### src/hw/rtl/fgra_pkg.sv
// Shared types, constants and the arctangent table of the field-relative gimbal angle block.
package fgra_pkg;

  localparam int ANGLE_W = 16;
  localparam int XW      = 21;   // CORDIC x/y datapath width
  localparam int ZW      = 26;   // CORDIC angle accumulator width, 2^23 per pi
  localparam int ATAN_W  = 22;
  localparam int MAX_STEPS = 24;
  localparam logic signed [15:0] GAIN_Q15 = 16'sd19898;

  typedef enum logic [1:0] {
    REG_YAW_OFFSET   = 2'd0,
    REG_PITCH_OFFSET = 2'd1
  } reg_index_t;

  typedef struct packed {
    logic signed [ANGLE_W-1:0] gimbal_yaw;
    logic signed [ANGLE_W-1:0] gimbal_pitch;
    logic signed [ANGLE_W-1:0] chassis_yaw;
    logic signed [ANGLE_W-1:0] chassis_pitch;
    logic signed [ANGLE_W-1:0] chassis_roll;
  } sample_t;

  typedef struct packed {
    logic signed [ANGLE_W-1:0] field_yaw;
    logic signed [ANGLE_W-1:0] field_pitch;
    logic signed [ANGLE_W-1:0] tilt_along_heading;
  } angles_t;

  // atan(2^-i) in accumulator units, rounded to nearest
  function automatic logic [ATAN_W-1:0] atan_entry(input int unsigned i);
    logic [ATAN_W-1:0] a;
    case (i)
      0:  a = 22'd2097152;
      1:  a = 22'd1238021;
      2:  a = 22'd654136;
      3:  a = 22'd332050;
      4:  a = 22'd166669;
      5:  a = 22'd83416;
      6:  a = 22'd41718;
      7:  a = 22'd20860;
      8:  a = 22'd10430;
      9:  a = 22'd5215;
      10: a = 22'd2608;
      11: a = 22'd1304;
      12: a = 22'd652;
      13: a = 22'd326;
      14: a = 22'd163;
      15: a = 22'd81;
      16: a = 22'd41;
      17: a = 22'd20;
      18: a = 22'd10;
      19: a = 22'd5;
      20: a = 22'd3;
      21: a = 22'd1;
      22: a = 22'd1;
      default: a = 22'd0;
    endcase
    return a;
  endfunction

endpackage

### src/hw/rtl/fgra_cordic_step.sv
// One registered CORDIC micro-rotation, rotation or vectoring mode.
module fgra_cordic_step #(
  parameter int STEP   = 0,
  parameter bit VECTOR = 1'b0
) (
  input  logic                           clk,
  input  logic                           en,
  input  logic signed [fgra_pkg::XW-1:0] x_in,
  input  logic signed [fgra_pkg::XW-1:0] y_in,
  input  logic signed [fgra_pkg::ZW-1:0] z_in,
  output logic signed [fgra_pkg::XW-1:0] x_out,
  output logic signed [fgra_pkg::XW-1:0] y_out,
  output logic signed [fgra_pkg::ZW-1:0] z_out
);

  logic signed [fgra_pkg::XW-1:0] dx;
  logic signed [fgra_pkg::XW-1:0] dy;
  logic signed [fgra_pkg::ZW-1:0] a;
  logic                           up;
  logic signed [fgra_pkg::XW-1:0] x_next;
  logic signed [fgra_pkg::XW-1:0] y_next;
  logic signed [fgra_pkg::ZW-1:0] z_next;

  always_comb begin
    dx = y_in >>> STEP;
    dy = x_in >>> STEP;
    a  = signed'({{(fgra_pkg::ZW-fgra_pkg::ATAN_W){1'b0}},
                  fgra_pkg::atan_entry(STEP)});
    // rotation drives z to zero, vectoring drives y to zero
    up = VECTOR ? ~y_in[fgra_pkg::XW-1] : ~z_in[fgra_pkg::ZW-1];
    if (VECTOR) begin
      x_next = up ? x_in + dx : x_in - dx;
      y_next = up ? y_in - dy : y_in + dy;
      z_next = up ? z_in + a  : z_in - a;
    end else begin
      x_next = up ? x_in - dx : x_in + dx;
      y_next = up ? y_in + dy : y_in - dy;
      z_next = up ? z_in - a  : z_in + a;
    end
  end

  always_ff @(posedge clk) begin
    if (en) begin
      x_out <= x_next;
      y_out <= y_next;
      z_out <= z_next;
    end
  end

endmodule

### config.mk
export PLATFORM = sky130hd
export DESIGN_NAME = fgra_cordic_step
export DESIGN_NICKNAME = d
export VERILOG_FILES = /design/src/hw/rtl/fgra_pkg.sv /design/src/hw/rtl/fgra_cordic_step.sv
export SDC_FILE = /design/constraint.sdc
export NUM_CORES = 1
export LEC_CHECK = 0
export BUFFER_PORTS_ARGS = -buffer_cell sky130_fd_sc_hd__buf_2
export CORE_MARGIN = 10
export CORE_UTILIZATION = 59
export DETAILED_ROUTE_END_ITERATION = 10
export HOLD_SLACK_MARGIN = 0.05
export PLACE_DENSITY = 0.85
export SLEW_MARGIN = 20
export SYNTH_ARGS = -nofsm -noshare
export SYNTH_HDL_FRONTEND = slang
export SYNTH_SLANG_ARGS = --single-unit
### constraint.sdc
create_clock -name clk -period 4.95 [get_ports clk]
set_input_delay 0.7425 -clock clk [delete_from_list [all_inputs] [get_ports clk]]
set_output_delay 0.7425 -clock clk [all_outputs]
set_load 0.01 [all_outputs]
Word level (Yosys, flattened, before mapping)
Cells that the tools add are included.

Register bits after elaboration: 68. Input bits: 70. Output and inout port bits: 68. Logic and storage cells: 11.

$add $sub $neg: 5. Mux-type cells: 3.

Operators by type and width (count): two-way mux 21 bit (2); subtractor 21 bit (2); adder 26 x 23 -> 26 bit, second input constant (1); two-way mux 26 bit (1); subtractor 26 x 23 -> 26 bit, second input constant (1); adder 21 bit (1).

Longest topological paths before layout
Depth after elaboration: 2. Depth in mapped cells: 10. Mapped depth without buffers: 10.

Worst setup path before layout
Ideal clock, no wire load.

Kind: input to register. Start: input x_in[11] in the netlist's numbering. End: register x_out[16] in the netlist's numbering (data pin). Arrival time: 2.800 ns. Data required time: 4.682 ns. Setup slack: 1.882 ns. Stages on the path: 9. Buffers on the path: 0. Cells stage by stage: inv_1 -> ha_1 -> or4_1 -> or4_1 -> a31o_1 -> a31oi_4 -> mux2i_1 -> a21oi_1 -> xnor2_1.

Word-level cells in the longest chain between the ends: 2. Elaborated cells on any way between the ends: 3. Those cells by class: add/sub (2); mux (1).

Ends and longest elaborated chain: from (decl) (RTL line fgra_cordic_step.sv:8) `input logic signed [fgra_pkg::XW-1:0] x_in,`; subtractor 21 bit or adder 21 bit (tied branches) (RTL line fgra_cordic_step.sv:36) `x_next = up ? x_in - dx : x_in + dx;`; two-way mux 21 bit * (RTL line fgra_cordic_step.sv:36); net x_next (one bit) (RTL line fgra_cordic_step.sv:20) `logic signed [fgra_pkg::XW-1:0] x_next;`; to (signal assigned) (RTL line fgra_cordic_step.sv:44) `x_out <= x_next;`; to (decl) (RTL line fgra_cordic_step.sv:11) `output logic signed [fgra_pkg::XW-1:0] x_out,`.

The timed path passes the listed nets; every way through them passes the cells marked *. A chain may end at the register's enable or synchronous reset.

Final worst setup path
Same ends and word-level chain as after synthesis.

==> qor.yml <==
synthesis:
  synth.ff_latch_count: 67
  synth_top_area_frac: 0.356
  synth_area_um2: 5650
  post_synth.cell_area_avg_um2: 9.35
  synth_top_flop_cell: "sky130_fd_sc_hd__edfxtp_1"
  synth_top_cells_by_count: "sky130_fd_sc_hd__ha_1 (71), sky130_fd_sc_hd__edfxtp_1 (67), sky130_fd_sc_hd__inv_1 (61)"
  synth_cell_type_count: 65
  yosysWarnings: 0
  netlist_top_cells_area: "sky130_fd_sc_hd__edfxtp_1 (36%), sky130_fd_sc_hd__ha_1 (16%), sky130_fd_sc_hd__a21oi_1 (5.1%)"
  syn_inst: 604
  async_flop_share: 0
  synth_largest_area_cell: "sky130_fd_sc_hd__edfxtp_1"
  ys_seq_area_frac: 0.356
  synth_edf_count: 67
  synth_nets: 749
  synth_most_common_cell: "sky130_fd_sc_hd__ha_1"
cts:
  tritoncts: "built"
  ctsRootBufferMaster: "sky130_fd_sc_hd__clkbuf_8"
  setup_repair_bufs_after_cts: 0
  cts-root-to-sink-buffers: 2
  cts_resized: 0
  clk_transition_reported_paths_ps: 70
  holdBufCountCts: 0
  h-tree-depth: 3
  cts_sink_count: 67
  cts_inserted_buffers: 9
critical_path:
  critical_path_required_ps: 5010
  timing.critical_path.from_type: "input pin"
  critical_path_peak_fanout: 17
  worstPathArrival_ps: 3320
  crit_type: "input pin to flop"
  cp-end-kind: "flop"
floorplan:
  floorplan.io_pins: 138
  core_um2: 9280
  floorplan.die.height_um: 118
  dieWidth_um: 118
  fp.dieArea_um2: 13900
  fp-row-count: 35
  starting_density_of_the_core: 0.608
pwr:
  proportion_of_power_drawn_by_combinational_gates: 0.347
  power.share.switching: 0.340
  cellLeakagePower_nw: 3.01
  power_frac_clock: 0.242
  power_mw: 1.82
  max-vdd-ir-drop_uv: 164
  power-per-cell-area_nw_per_um2: 275
  net-switching-power_uw: 618
  p_int_mw: 1.20
  power_frac_seq: 0.411
place:
  dp.final_hpwl_um: 13100
  gp_congestion: 0.945
  portbufs: 137
drt:
  route.detailed.wl_per_inst_um: 19.0
  drtPass1Iterations: 5
  post-route-drc-count: 0
  post_drt_via_cell_ratio: 5.95
  drt_iter0_markers: 604
  final_antenna_net_count: 0
  vias_post_dr: 5134
  routed_wl_um: 16400
cells_and_area:
  post_route_cells_drive_above_1_share: 0.230
  fillCellCount: 725
  num-nets-final: 874
  antenna_cells: 0
  area_growth_syn_to_layout_pct: 17.0
timing:
  timing.final.hold_violations: 0
  report.final.setup_viol: 0
  maxClockFrequency_mhz: 307
  max_slew_headroom: 0.508
  least_margin_pin_slew_ps: 738
  rsz0062_at_grt: "false"
  finalCritPeriodShare: 0.658
  setup-tns-final_ps: 0
  final_max_slew_viol_count: 0
  minimum_period_implied_by_the_final_worst_setup_slack_ps: 3260
run_status:
  status: "finished, final reports clean"
grt:
  grt_max_degree: 54
  wire_length_of_the_first_global_routing_pass_um: 26200
  gr-usage-all-layers: 0.228
  antenna_found_initial: 0
  grt-ovfl-total: 0
  first_global_vias: 5005
flow_run:
  drv.max_cap_violation_count: 0
worst_hold_path:
  worst_hold_path_type: "input pin to flop"
==> layer usage <==
layer | vias up | GRT usage | routed length (um)
li1 | 2423 | - | -
met1 | 2451 | 0.297 | 7060
met2 | 243 | 0.377 | 7780
met3 | 17 | 0.0436 | 1390
met4 | 0 | 0.0564 | 197
met5 | - | 0 | 0
==> final cells by class <==
class | count | area, um^2 | area share
clock buffer | 9 | 124 | 0.0187
multi-input combinational | 445 | 3280 | 0.496
sequential | 67 | 2010 | 0.304
clock inverter | 7 | 76.3 | 0.0115
timing repair buffer | 140 | 708 | 0.107
tap | 129 | 161 | 0.0244
inverter | 66 | 248 | 0.0375
==> metrics by stage <==
stage / util / cell area (um^2) / setup slack [ps] / cells / hold slack, ps
global placement: 0.690 / 6410 / 1450 / 847 / 920
finish: 0.712 / 6610 / 1690 / 863 / 583
floorplan: - / 5650 / 1880 / 604 / 841
detailed placement: 0.690 / 6410 / 1400 / 847 / 921
CTS: 0.712 / 6610 / 1710 / 863 / 568
global route: 0.712 / 6610 / 1600 / 863 / 562
==> critical path: stages <==
cell	delay, ps
sky130_fd_sc_hd__buf_2	100
sky130_fd_sc_hd__inv_1	50
sky130_fd_sc_hd__ha_1	510
sky130_fd_sc_hd__or4_1	580
sky130_fd_sc_hd__or4_1	520
sky130_fd_sc_hd__a31o_1	250
sky130_fd_sc_hd__a31oi_4	190
sky130_fd_sc_hd__mux2i_1	100
sky130_fd_sc_hd__a21oi_1	190
sky130_fd_sc_hd__xnor2_1	90
==> worst paths after layout <==
check | from | to | cells after the start
max | x_in[11] | x_out[16] | 10
min | z_in[5] | z_out[5] | 1
==> flip-flops by register name (all words and copies together) (netlist names) <==
register	cells
x_out	20
y_out	21
z_out	26
==> cell usage in the layout, fill, tap and decap left out, types with 3 or more instances in the layout <==
| cell type | Yosys | routed |
|---|---|---|
| sky130_fd_sc_hd__fa_1 | 4 | 4 |
| sky130_fd_sc_hd__o211ai_1 | 5 | 5 |
| sky130_fd_sc_hd__o21ai_1 | 14 | 14 |
| sky130_fd_sc_hd__clkbuf_8 | 0 | 9 |
| sky130_fd_sc_hd__a221oi_1 | 4 | 4 |
| sky130_fd_sc_hd__o2bb2ai_1 | 4 | 4 |
| sky130_fd_sc_hd__xor2_1 | 7 | 7 |
| sky130_fd_sc_hd__edfxtp_1 | 67 | 67 |
| sky130_fd_sc_hd__buf_4 | 1 | 3 |
| sky130_fd_sc_hd__a21o_1 | 16 | 16 |
| sky130_fd_sc_hd__o21a_1 | 7 | 7 |
| sky130_fd_sc_hd__xnor2_1 | 32 | 32 |
| sky130_fd_sc_hd__nor3_1 | 24 | 24 |
| sky130_fd_sc_hd__nor2_1 | 35 | 35 |
| sky130_fd_sc_hd__nor4_1 | 5 | 5 |
| sky130_fd_sc_hd__ha_1 | 71 | 71 |
| sky130_fd_sc_hd__o31ai_1 | 9 | 9 |
| sky130_fd_sc_hd__inv_2 | 5 | 5 |
| sky130_fd_sc_hd__o21bai_1 | 6 | 6 |
| sky130_fd_sc_hd__o21ai_0 | 26 | 26 |
| sky130_fd_sc_hd__nand2_1 | 27 | 27 |
| sky130_fd_sc_hd__inv_1 | 61 | 61 |
| sky130_fd_sc_hd__nand3_1 | 10 | 10 |
| sky130_fd_sc_hd__or4_1 | 5 | 5 |
| sky130_fd_sc_hd__a211oi_1 | 5 | 5 |
| sky130_fd_sc_hd__a21oi_1 | 58 | 58 |
| sky130_fd_sc_hd__buf_2 | 5 | 137 |
| sky130_fd_sc_hd__nand4_1 | 4 | 4 |
| sky130_fd_sc_hd__nor2b_1 | 12 | 12 |
| sky130_fd_sc_hd__mux2i_1 | 6 | 6 |
| sky130_fd_sc_hd__nand2b_1 | 4 | 4 |
| sky130_fd_sc_hd__a31oi_1 | 4 | 4 |
| sky130_fd_sc_hd__o221ai_1 | 3 | 3 |
==> power by group through the flow <==
stage               combinational (mW)  sequential (mW)  clock (mW)
detailed placement               0.620            0.760           0
global placement                 0.608            0.757           0
global route                     0.690            0.753       0.478
CTS                              0.625            0.747       0.449
floorplan                        0.343            0.803           0
finish                           0.631            0.747       0.441
==> logic make-up (layout without fill, tap and decap cells) <==
logic type / after synthesis / after routing / share of synthesized area
AOI/OAI and AO/OA: 187 / 187 / 0.217
xor gates and xnor gates: 39 / 39 / 0.0605
adders and majority gates: 75 / 75 / 0.171
buffers and inverters: 92 / 222 / 0.0629
DFF: 67 / 67 / 0.356
muxes: 7 / 7 / 0.0126
and+or+nand+nor: 137 / 137 / 0.119
Note: power is estimated with default switching activity, not from simulation.
